$ cat config.mk
export PLATFORM = sky130hd
export DESIGN_NAME = i2c_master_byte_engine_flat
export DESIGN_NICKNAME = d
export VERILOG_FILES = /design/src/hdl/i2cmbe_pkg.sv /design/src/hdl/i2cmbe_if.sv /design/src/hdl/i2cmbe_seq.sv /design/src/hdl/i2c_master_byte_engine.sv /design/src/flat_wrapper.sv
export SDC_FILE = /design/constraint.sdc
export NUM_CORES = 1
export LEC_CHECK = 0
export ABC_AREA = 1
export BUFFER_PORTS_ARGS = -buffer_cell sky130_fd_sc_hd__buf_4
export CAP_MARGIN = 20
export CORE_ASPECT_RATIO = 0.8
export CORE_UTILIZATION = 37
export DETAILED_ROUTE_END_ITERATION = 8
export GPL_TIMING_DRIVEN = 0
export SLEW_MARGIN = 20
export SYNTH_ARGS = -nofsm -noshare
export SYNTH_HDL_FRONTEND = slang
export SYNTH_HIERARCHICAL = 1
export SYNTH_SLANG_ARGS = --single-unit
$ cat constraint.sdc
create_clock -name clk_i -period 3.78 [get_ports clk_i]
set_clock_uncertainty 0.15 [all_clocks]
set_input_delay 0.378 -clock clk_i [delete_from_list [all_inputs] [get_ports clk_i]]
set_output_delay 0.378 -clock clk_i [all_outputs]
set_load 0.01 [all_outputs]
$ cat src/hdl/i2cmbe_pkg.sv
// Shared types and constants of the tick-driven two-wire bus master.
`timescale 1ns / 1ps
`default_nettype none
package i2cmbe_pkg;

  localparam int unsigned BITS_PER_BYTE = 8;
  localparam int unsigned BYTE_PHASES   = 2 * BITS_PER_BYTE;
  localparam int unsigned PHASE_W       = $clog2(BYTE_PHASES + 3);
  localparam int unsigned TPP_W         = 16;

  typedef enum logic [2:0] {
    CMD_NONE      = 3'd0,
    CMD_START     = 3'd1,
    CMD_STOP      = 3'd2,
    CMD_WRITE     = 3'd3,
    CMD_READ_ACK  = 3'd4,
    CMD_READ_NACK = 3'd5
  } cmd_e;

  localparam logic [PHASE_W-1:0] PH_FIRST     = PHASE_W'(0);
  localparam logic [PHASE_W-1:0] PH_SECOND    = PHASE_W'(1);
  localparam logic [PHASE_W-1:0] PH_THIRD     = PHASE_W'(2);
  localparam logic [PHASE_W-1:0] PH_ACK_SETUP = PHASE_W'(BYTE_PHASES);
  localparam logic [PHASE_W-1:0] PH_ACK_HIGH  = PHASE_W'(BYTE_PHASES + 1);
  localparam logic [PHASE_W-1:0] PH_ACK_HOLD  = PHASE_W'(BYTE_PHASES + 2);
  localparam logic [PHASE_W-1:0] PH_START_END = PHASE_W'(3);
  localparam logic [PHASE_W-1:0] PH_STOP_END  = PHASE_W'(2);

  typedef struct packed {
    logic                     scl_drive;
    logic                     sda_drive;
    logic                     busy_res;
    logic                     done_res;
    logic [BITS_PER_BYTE-1:0] rx_byte;
    logic                     ack_seen;
    logic                     cmd_rejected;
  } res_t;

endpackage
`default_nettype wire

$ cat src/hdl/i2cmbe_if.sv
// Valid/ready channel interfaces for ticks in and bus status out.
`timescale 1ns / 1ps
`default_nettype none
interface i2cmbe_in_if;
  logic       valid;
  logic       ready;
  logic [2:0] cmd;
  logic [7:0] tx_byte;
  logic       sda_in;

  modport source (output valid, output cmd, output tx_byte, output sda_in, input ready);
  modport sink (input valid, input cmd, input tx_byte, input sda_in, output ready);
endinterface

interface i2cmbe_out_if;
  logic       valid;
  logic       ready;
  logic       scl_drive;
  logic       sda_drive;
  logic       busy_res;
  logic       done_res;
  logic [7:0] rx_byte;
  logic       ack_seen;
  logic       cmd_rejected;

  modport source (output valid, output scl_drive, output sda_drive, output busy_res,
                  output done_res, output rx_byte, output ack_seen, output cmd_rejected,
                  input ready);
  modport sink (input valid, input scl_drive, input sda_drive, input busy_res,
                input done_res, input rx_byte, input ack_seen, input cmd_rejected,
                output ready);
endinterface
`default_nettype wire

$ cat src/hdl/i2cmbe_seq.sv
// Bus phase sequencer: command, phase, divider and shift state advanced once per tick.
`timescale 1ns / 1ps
`default_nettype none
module i2cmbe_seq (
  input  wire logic                                   clk_i,
  input  wire logic                                   rst_ni,
  input  wire logic                                   en_i,
  input  wire logic [2:0]                             cmd_i,
  input  wire logic [i2cmbe_pkg::BITS_PER_BYTE-1:0]   tx_byte_i,
  input  wire logic                                   sda_in_i,
  input  wire logic [i2cmbe_pkg::TPP_W-1:0]           tpp_i,
  output i2cmbe_pkg::res_t                            res_o
);

  i2cmbe_pkg::cmd_e                           cmd_q, cmd_d, cmd_in;
  logic [i2cmbe_pkg::PHASE_W-1:0]             phase_q, phase_d, last_ph;
  logic [i2cmbe_pkg::TPP_W-1:0]               div_q, div_d, limit;
  logic [i2cmbe_pkg::BITS_PER_BYTE-1:0]       shift_q, shift_d, rx_q, rx_d;
  logic                                       ack_q, ack_d, scl_q, scl_d, sda_q, sda_d;
  logic                                       rejected, done, last_tick, is_read;

  always_comb begin
    cmd_in   = i2cmbe_pkg::cmd_e'(cmd_i);
    cmd_d    = cmd_q;
    phase_d  = phase_q;
    div_d    = div_q;
    shift_d  = shift_q;
    ack_d    = ack_q;
    scl_d    = scl_q;
    sda_d    = sda_q;
    rx_d     = rx_q;
    rejected = 1'b0;
    done     = 1'b0;
    limit    = (tpp_i == '0) ? i2cmbe_pkg::TPP_W'(1) : tpp_i;

    if (cmd_q == i2cmbe_pkg::CMD_NONE) begin
      if (cmd_in inside {[i2cmbe_pkg::CMD_START:i2cmbe_pkg::CMD_READ_NACK]}) begin
        cmd_d   = cmd_in;
        phase_d = '0;
        div_d   = '0;
        shift_d = (cmd_in == i2cmbe_pkg::CMD_WRITE) ? tx_byte_i : '0;
      end
    end else if (cmd_in != i2cmbe_pkg::CMD_NONE) begin
      rejected = 1'b1;
    end

    is_read   = (cmd_d == i2cmbe_pkg::CMD_READ_ACK) || (cmd_d == i2cmbe_pkg::CMD_READ_NACK);
    last_tick = ({1'b0, div_d} + 17'd1) >= {1'b0, limit};
    case (cmd_d)
      i2cmbe_pkg::CMD_START: last_ph = i2cmbe_pkg::PH_START_END;
      i2cmbe_pkg::CMD_STOP:  last_ph = i2cmbe_pkg::PH_STOP_END;
      default:               last_ph = i2cmbe_pkg::PH_ACK_HOLD;
    endcase

    if (cmd_d != i2cmbe_pkg::CMD_NONE) begin
      case (cmd_d)
        i2cmbe_pkg::CMD_START: begin
          if (phase_d == i2cmbe_pkg::PH_FIRST) sda_d = 1'b1;
          else if (phase_d == i2cmbe_pkg::PH_SECOND) scl_d = 1'b1;
          else if (phase_d == i2cmbe_pkg::PH_THIRD) sda_d = 1'b0;
          else scl_d = 1'b0;
        end
        i2cmbe_pkg::CMD_STOP: begin
          if (phase_d == i2cmbe_pkg::PH_FIRST) begin
            scl_d = 1'b0;
            sda_d = 1'b0;
          end else if (phase_d == i2cmbe_pkg::PH_SECOND) begin
            scl_d = 1'b1;
          end else begin
            sda_d = 1'b1;
          end
        end
        default: begin
          if (phase_d < i2cmbe_pkg::PH_ACK_SETUP) begin
            if (!phase_d[0]) begin
              scl_d = 1'b0;
              sda_d = is_read ? 1'b1 : shift_d[i2cmbe_pkg::BITS_PER_BYTE-1];
            end else begin
              scl_d = 1'b1;
            end
          end else if (phase_d == i2cmbe_pkg::PH_ACK_SETUP) begin
            scl_d = 1'b0;
            sda_d = (cmd_d == i2cmbe_pkg::CMD_READ_ACK) ? 1'b0 : 1'b1;
          end else if (phase_d == i2cmbe_pkg::PH_ACK_HIGH) begin
            scl_d = 1'b1;
          end else begin
            scl_d = 1'b0;
          end
        end
      endcase

      if (last_tick) begin
        if ((cmd_d != i2cmbe_pkg::CMD_START) && (cmd_d != i2cmbe_pkg::CMD_STOP)) begin
          if ((phase_d < i2cmbe_pkg::PH_ACK_SETUP) && phase_d[0]) begin
            shift_d = {shift_d[i2cmbe_pkg::BITS_PER_BYTE-2:0], is_read & sda_in_i};
          end else if ((phase_d == i2cmbe_pkg::PH_ACK_HIGH) &&
                       (cmd_d == i2cmbe_pkg::CMD_WRITE)) begin
            ack_d = !sda_in_i;
          end
        end
        div_d = '0;
        if (phase_d >= last_ph) begin
          if (is_read) rx_d = shift_d;
          cmd_d   = i2cmbe_pkg::CMD_NONE;
          phase_d = '0;
          done    = 1'b1;
        end else begin
          phase_d = phase_d + i2cmbe_pkg::PHASE_W'(1);
        end
      end else begin
        div_d = div_d + i2cmbe_pkg::TPP_W'(1);
      end
    end

    res_o.scl_drive    = scl_d;
    res_o.sda_drive    = sda_d;
    res_o.busy_res     = (cmd_d != i2cmbe_pkg::CMD_NONE);
    res_o.done_res     = done;
    res_o.rx_byte      = rx_d;
    res_o.ack_seen     = ack_d;
    res_o.cmd_rejected = rejected;
  end

  always_ff @(posedge clk_i or negedge rst_ni) begin
    if (!rst_ni) begin
      cmd_q   <= i2cmbe_pkg::CMD_NONE;
      phase_q <= '0;
      div_q   <= '0;
      shift_q <= '0;
      ack_q   <= 1'b0;
      scl_q   <= 1'b1;
      sda_q   <= 1'b1;
      rx_q    <= '0;
    end else if (en_i) begin
      cmd_q   <= cmd_d;
      phase_q <= phase_d;
      div_q   <= div_d;
      shift_q <= shift_d;
      ack_q   <= ack_d;
      scl_q   <= scl_d;
      sda_q   <= sda_d;
      rx_q    <= rx_d;
    end
  end

`ifndef SYNTH
  a_idle_clean: assert property (@(posedge clk_i) disable iff (!rst_ni)
    (cmd_q == i2cmbe_pkg::CMD_NONE) |-> (phase_q == '0) && (div_q == '0))
    else $error("idle sequencer holds a stale phase or divider");
  a_phase_bound: assert property (@(posedge clk_i) disable iff (!rst_ni)
    phase_q <= i2cmbe_pkg::PH_ACK_HOLD)
    else $error("phase index beyond the last phase");
  a_done_idle: assert property (@(posedge clk_i) disable iff (!rst_ni)
    (en_i && res_o.done_res) |=> (cmd_q == i2cmbe_pkg::CMD_NONE))
    else $error("sequencer still busy after done");
  a_reject_busy: assert property (@(posedge clk_i) disable iff (!rst_ni)
    res_o.cmd_rejected |-> (cmd_q != i2cmbe_pkg::CMD_NONE))
    else $error("command rejected while idle");
`endif

endmodule
`default_nettype wire

$ cat src/hdl/i2c_master_byte_engine.sv
// Latency: a tick's result is registered and shows in the cycle after its transaction.
// Throughput: one tick per cycle unless a held result stalls the input; the result register frees as it is taken.
// Each bus phase lasts ticks_per_phase ticks, set by the phase divider.
// Reset: asynchronous, active low; sequencer lines released high, sequencer idle, no result valid.
`timescale 1ns / 1ps
`default_nettype none
module i2c_master_byte_engine (
  input  wire logic                         clk_i,
  input  wire logic                         rst_ni,
  input  wire logic                         cfg_we_i,
  input  wire logic [i2cmbe_pkg::TPP_W-1:0] cfg_wdata_i,
  i2cmbe_in_if.sink                         in_i,
  i2cmbe_out_if.source                      out_o
);

  logic                         out_valid_q;
  logic                         accept;
  logic [i2cmbe_pkg::TPP_W-1:0] tpp_q;
  i2cmbe_pkg::res_t             res_d, res_q;

  assign in_i.ready = !out_valid_q || out_o.ready;
  assign accept     = in_i.valid && in_i.ready;

  i2cmbe_seq u_seq (
    .clk_i     (clk_i),
    .rst_ni    (rst_ni),
    .en_i      (accept),
    .cmd_i     (in_i.cmd),
    .tx_byte_i (in_i.tx_byte),
    .sda_in_i  (in_i.sda_in),
    .tpp_i     (tpp_q),
    .res_o     (res_d)
  );

  always_ff @(posedge clk_i or negedge rst_ni) begin
    if (!rst_ni) begin
      tpp_q <= i2cmbe_pkg::TPP_W'(1);
    end else if (cfg_we_i) begin
      tpp_q <= cfg_wdata_i;
    end
  end

  always_ff @(posedge clk_i or negedge rst_ni) begin
    if (!rst_ni) begin
      out_valid_q <= 1'b0;
    end else if (accept) begin
      out_valid_q <= 1'b1;
    end else if (out_o.ready) begin
      out_valid_q <= 1'b0;
    end
  end

  always_ff @(posedge clk_i) begin
    if (accept) res_q <= res_d;
  end

  assign out_o.valid        = out_valid_q;
  assign out_o.scl_drive    = res_q.scl_drive;
  assign out_o.sda_drive    = res_q.sda_drive;
  assign out_o.busy_res     = res_q.busy_res;
  assign out_o.done_res     = res_q.done_res;
  assign out_o.rx_byte      = res_q.rx_byte;
  assign out_o.ack_seen     = res_q.ack_seen;
  assign out_o.cmd_rejected = res_q.cmd_rejected;

`ifndef SYNTH
  a_accept_fills: assert property (@(posedge clk_i) disable iff (!rst_ni)
    accept |=> out_valid_q)
    else $error("accepted transaction left no result");
  a_no_overrun: assert property (@(posedge clk_i) disable iff (!rst_ni)
    (out_valid_q && !out_o.ready) |-> !in_i.ready)
    else $error("input taken while result register is held");
  a_result_held: assert property (@(posedge clk_i) disable iff (!rst_ni)
    (out_valid_q && !out_o.ready) |=> out_valid_q && $stable(res_q))
    else $error("held result changed before it was taken");
`endif

endmodule
`default_nettype wire

$ cat src/flat_wrapper.sv
// flat-port wrapper written by rule: the top's interface ports become plain ports
module i2c_master_byte_engine_flat 
  (clk_i, rst_ni, cfg_we_i, cfg_wdata_i, in_i_valid, in_i_cmd, in_i_tx_byte, in_i_sda_in, in_i_ready, out_o_valid, out_o_scl_drive, out_o_sda_drive, out_o_busy_res, out_o_done_res, out_o_rx_byte, out_o_ack_seen, out_o_cmd_rejected, out_o_ready);
  i2cmbe_in_if in_i_i ();
  i2cmbe_out_if out_o_i ();
  input  wire logic clk_i;
  input  wire logic rst_ni;
  input  wire logic cfg_we_i;
  input  wire logic [i2cmbe_pkg::TPP_W-1:0] cfg_wdata_i;
  input wire logic [$bits(in_i_i.valid)-1:0] in_i_valid;
  input wire logic [$bits(in_i_i.cmd)-1:0] in_i_cmd;
  input wire logic [$bits(in_i_i.tx_byte)-1:0] in_i_tx_byte;
  input wire logic [$bits(in_i_i.sda_in)-1:0] in_i_sda_in;
  output wire logic [$bits(in_i_i.ready)-1:0] in_i_ready;
  output wire logic [$bits(out_o_i.valid)-1:0] out_o_valid;
  output wire logic [$bits(out_o_i.scl_drive)-1:0] out_o_scl_drive;
  output wire logic [$bits(out_o_i.sda_drive)-1:0] out_o_sda_drive;
  output wire logic [$bits(out_o_i.busy_res)-1:0] out_o_busy_res;
  output wire logic [$bits(out_o_i.done_res)-1:0] out_o_done_res;
  output wire logic [$bits(out_o_i.rx_byte)-1:0] out_o_rx_byte;
  output wire logic [$bits(out_o_i.ack_seen)-1:0] out_o_ack_seen;
  output wire logic [$bits(out_o_i.cmd_rejected)-1:0] out_o_cmd_rejected;
  input wire logic [$bits(out_o_i.ready)-1:0] out_o_ready;
  assign in_i_i.valid = in_i_valid;
  assign in_i_i.cmd = in_i_cmd;
  assign in_i_i.tx_byte = in_i_tx_byte;
  assign in_i_i.sda_in = in_i_sda_in;
  assign in_i_ready = in_i_i.ready;
  assign out_o_valid = out_o_i.valid;
  assign out_o_scl_drive = out_o_i.scl_drive;
  assign out_o_sda_drive = out_o_i.sda_drive;
  assign out_o_busy_res = out_o_i.busy_res;
  assign out_o_done_res = out_o_i.done_res;
  assign out_o_rx_byte = out_o_i.rx_byte;
  assign out_o_ack_seen = out_o_i.ack_seen;
  assign out_o_cmd_rejected = out_o_i.cmd_rejected;
  assign out_o_i.ready = out_o_ready;
  i2c_master_byte_engine u_core (.clk_i(clk_i), .rst_ni(rst_ni), .cfg_we_i(cfg_we_i), .cfg_wdata_i(cfg_wdata_i), .in_i(in_i_i), .out_o(out_o_i));
endmodule
======== After elaboration in Yosys (flattened, before gate mapping) ========
Cells that the tools add are included.
storage, ports and cells
  output and inout port bits .............. 16
  memory bits (read-only) ................. 0
  bits in writable memories ............... 0
  register bits after elaboration ......... 74
  bits in latches ......................... 0
  memories ................................ 0
  input port bits ......................... 33
  logic and storage cells ................. 114
operators by class
  $add $sub $neg .......................... 3
  bitwise logic cells ..................... 1
  muxes and demuxes ....................... 59
  equality and inequality tests ........... 12
  $lt $le $gt $ge ......................... 5
  reduce and logical (&&, ||, !) cells .... 17
  divide/modulo/power cells ............... 0
  $mul .................................... 0
  shift-type cells ........................ 0
operators with widths
  operator                 count
  $mux W8                  11
  $mux W16                 5
  $mux W1                  30
  $mux W5                  5
  $add A16 B1 Y17 const B  1
  $ge A17 B16 Y1           1
  $add A16 B1 Y16 const B  1
  $logic_not A16 Y1        1
  $mux W3                  5
  $eq A5 B5 Y1 const B     2
  $pmux W5 S2              1
  $eq A3 B2 Y1 const B     3
  $reduce_bool A3 Y1       3
  $eq A3 B3 Y1 const B     2
  $add A5 B1 Y5 const B    1
  $eq A5 B1 Y1 const B     1
  $eq A5 B2 Y1 const B     1
  $ge A5 B5 Y1             1
  $logic_and A1 B1 Y1      5
  $logic_not A5 Y1         1
  $lt A5 B5 Y1 const B     1
  $pmux W1 S2              2
  $eq A3 B1 Y1 const B     1
  $ge A3 B1 Y1 const B     1
  other kinds (9)          11

======== Depth between registers and ports, before layout ========
  word-level depth ........................ 13
  depth in mapped cells ................... 29
  mapped depth without buffers ............ 28

======== Modules after synthesis ========
The synthesis kept the hierarchy.
modules (own cells, without submodules)
  module                  area each (sq um)  sequential area each (sq um)  cells an instance  times used
  i2cmbe_seq              3,895.0            1,078.5                       587                1
  i2c_master_byte_engine  1,116.1            847.1                         87                 1

======== Worst setup path before layout ========
OpenSTA, ideal clock, no wires.
  path type ............................... input port to flip-flop
  start ................................... in in_i_cmd[0]
  end ..................................... reg u_core.res_q (netlist bit u_core/out_o.rx_byte[0]), data pin
  setup slack ............................. 146 ps
  data arrival time ....................... 3,229 ps
  setup time .............................. 255 ps
  data required time ...................... 3,375 ps
  buffers on the path ..................... 0
  stages .................................. 23
  cells stage by stage .................... inv_2 nand3_2 nand2_1 nor2_4 nor2_1 ha_1 nand3_1 nor2_2 nand2_1 nor3_1 xnor2_1 ha_1 a21oi_1 nor2_1 a211oi_1 nand2_1 nand2_1 nand2_1 nand2_1 nand2_8 nand3_2 nand2_1 and2_1
RTL lines
  element                 line                          source
  start: declaration      flat_wrapper.sv:11            input wire logic [$bits(in_i_i.cmd)-1:0] in_i_cmd;
  end signal: assignment  i2c_master_byte_engine.sv:54  if (accept) res_q <= res_d;
  end: declaration        i2c_master_byte_engine.sv:19  i2cmbe_pkg::res_t res_d, res_q;

==> metrics.yaml <==
outcome: "finished with violations"
violations: "negative hold slack"
final.setup.tns_ns: 0
ant_nets: 0
setup_viol: 0
intPower_mw: 2.28
seqPwrFrac: 0.297
crit_required_ns: 3.72
h-tree-depth: 3
ioPinCount: 49
ys_seq_area_frac: 0.384
drc: 0
diodes: 0
fp.coreArea_mm2: 0.0131
fin_crit_sh: 0.983
synth.avg_cell_area_um2: 7.43
synth_edf_count: 14
clkSinkCount: 74
ys.warnings.count: 6
slew_headroom: 0.455
ys_seq_elements: 74
power_leakage_nw: 3.20
worstMarginPinSlew_ns: 0.814
swShare: 0.416
synthCells: 674
syn2layout_area_growth_pct: 28.0
clock_latency_ns: 0.34
routed_via_density: 5.03
cap_violations: 0
period_minus_slack_ns: 3.71
antenna_found_initial: 0
numCtsBuffers: 9
avgRoutedWirePerCell_um: 14.8
routed_wl_um: 13900
rows: 37
top_usage_layer: "met2"
p_clk_frac: 0.205
cts_tree: "done"
p_per_area_mw_per_mm2: 608
multi_input_area_mm2: 0.00283
dp.final_hpwl_um: 9510
ys_dominant_reg_cell: "dfrtp_1"
worst_setup_path_start_kind: "flip-flop"
initial_core_util: 0.384
p_comb_frac: 0.498
cts-root-buf: "clkbuf_16"
netlist_area_mm2: 0.00501
drive_gt1_frac: 0.259
die_h_um: 106
dp_slack_ns: -0.761
grt_max_degree: 61
dieArea_mm2: 0.0140
arrival_ns: 3.66
drtPass1Iterations: 5
fill_cells: 1294
fp.dieW_um: 132
power_mw: 3.90
grt_pass1_wl_um: 22200
ys_top_cells_by_area: "dfrtp_1, nand2_1, edfxtp_1, inv_1, ha_1"
path_max_fanout: 5
netlist_top_cells_count: "nand2_1, inv_1, dfrtp_1, nor2_1, nand3_1"
synth_top_cell_area_share: 0.285
clockBufferDepth: 2
drv_slew: 0
yosysTopAreaCell: "dfrtp_1"
switchingPower_mw: 1.62
end_kind: "flip-flop"
met3_usage: 0.0396
path_clk_slew_ns: 0.07
regArea_mm2: 0.00193
io_buffers: 48
cts_hold_buf: 0
worstHoldPathType: "in -> async"
synthDistinctLibCells: 46
gr-usage-met2: 0.324
finalHoldViolCount: 22
gp_congestion: 0.889
ir_drop_mv: 0.319
met1_usage: 0.276
synth.most_common_cell: "nand2_1"
max_freq_ghz: 0.269
nets: 815
grt-ovfl-total: 0
setup_ws_ns: 0.0654
dr_total_vias: 4719
grt_pass1_vias: 4426
syn_nets: 730
grt_setup_unrepaired: "yes"
worstSetupPathType: "reg -> reg"
drtIter0Drc: 406
synthArstFlopShare: 0.811
fin_util: 0.491
groute.usage.overall: 0.201
whs_ns: -0.0254
==> layout make-up <==
| cell class | count | area share |
|---|---|---|
| clock buffers | 10 | 0.0357 |
| well taps | 175 | 0.0341 |
| inverters | 99 | 0.0583 |
| flip-flops and latches | 74 | 0.300 |
| multi-input cells | 474 | 0.441 |
| repair buffers | 75 | 0.0948 |
| clock inverters | 6 | 0.00663 |
| plain buffers | 26 | 0.0291 |
==> path summary, 6_finish.rpt <==
check | start | end | slack, ns | cells after the start
setup reg to reg | u_core/u_seq/cmd_q[0] | u_core/out_o.rx_byte[2] | 0.07 | 25
hold reg to reg | u_core/u_seq/shift_q[3] | u_core/u_seq/shift_q[3] | 0.33 | 2
hold / removal | rst_ni | u_core/u_seq/cmd_q[1] | -0.03 | 1
min in group clk_i | cfg_wdata_i[10] | u_core/tpp_q[10] | 0.10 | 3
setup / recovery | u_core/u_seq/cmd_q[0] | u_core/out_o.rx_byte[2] | 0.07 | 25
max in group asynchronous | rst_ni | u_core/u_seq/div_q[10] | 2.95 | 1
==> registers in the layout, indices dropped and copies added (netlist names), 3 cells and up <==
name / cells
u_core/u_seq/rx_q: 8
u_core/u_seq/cmd_q: 3
u_core/tpp_q: 16
u_core/out_o.rx_byte: 8
u_core/u_seq/phase_q: 5
u_core/u_seq/shift_q: 8
u_core/u_seq/div_q: 16
==> critical path, stage by stage (launching register included) <==
cell,delay (ns)
dfrtp_1,0.37
inv_2,0.06
nand2_4,0.09
inv_4,0.04
nand2_4,0.06
nor2_4,0.06
buf_8,0.13
buf_12,0.12
nor2_2,0.20
nand2_2,0.13
nor3_4,0.26
nand2_1,0.13
xor2_1,0.31
ha_1,0.23
a21oi_2,0.06
nor2_1,0.10
a211oi_2,0.05
nand2_1,0.07
nand2_1,0.05
nand2_1,0.06
nand2_2,0.09
nand2_8,0.13
buf_8,0.14
clkbuf_16,0.14
nand4_1,0.09
and2_1,0.16
==> metrics by stage <==
| stage | area (um2) | std cells |
|---|---|---|
| 2_1_floorplan | 5010 | 674 |
| 3_5_place_dp | 5610 | 898 |
| 3_3_place_gp | 5590 | 897 |
| 4_1_cts | 6050 | 926 |
| 5_1_grt | 6410 | 939 |
| 6_report | 6410 | 939 |
==> power groups by stage <==
stage | clock [mW] | sequential, mW | combinational (mW)
final | 0.802 | 1.16 | 1.94
after global routing | 0.849 | 1.18 | 2.18
after CTS | 0.819 | 1.15 | 1.65
after detailed placement | 0 | 1.16 | 1.55
after global placement | 0 | 1.16 | 1.51
after floorplan | 0 | 1.14 | 1.18
==> routing by layer <==
metal	share of wire	wire, um	vias to the layer above
met1	0.46	6410	2208
li1	-	-	2338
met2	0.47	6480	158
met4	0.012	172	0
met3	0.057	797	15
met5	0	0	-
==> logic make-up (layout without fill, tap and decap cells) <==
kind of cell / after synthesis / count (layout) / synth area share
and+or+nand+nor: 360 / 360 / 0.331
buffers and inverters: 126 / 216 / 0.110
xor gates and xnor gates: 12 / 12 / 0.0210
AOI/OAI and AO/OA: 79 / 79 / 0.0959
DFF: 74 / 74 / 0.384
adders and majority gates: 23 / 23 / 0.0574
==> layout by cell type, fill, tap and decap left out, types with 12 or more instances in the layout <==
master,instances
nor2_2,12
nand2_1,182
nor2_1,43
inv_1,86
buf_4,77
nand3_2,13
o21ai_0,25
ha_1,20
nand3_1,44
nand2_2,12
edfxtp_1,14
dfrtp_1,57
==> what timing repair did <==
| action | in CTS | in global routing |
|---|---|---|
| cloned | 0 | 1 |
| buffers inserted | 12 | 13 |
| endpoints found under the setup margin | 52 | 52 |
| resized for setup | 16 | 53 |
| pin swaps | 11 | 34 |
Note: power is estimated with default switching activity, not from simulation.
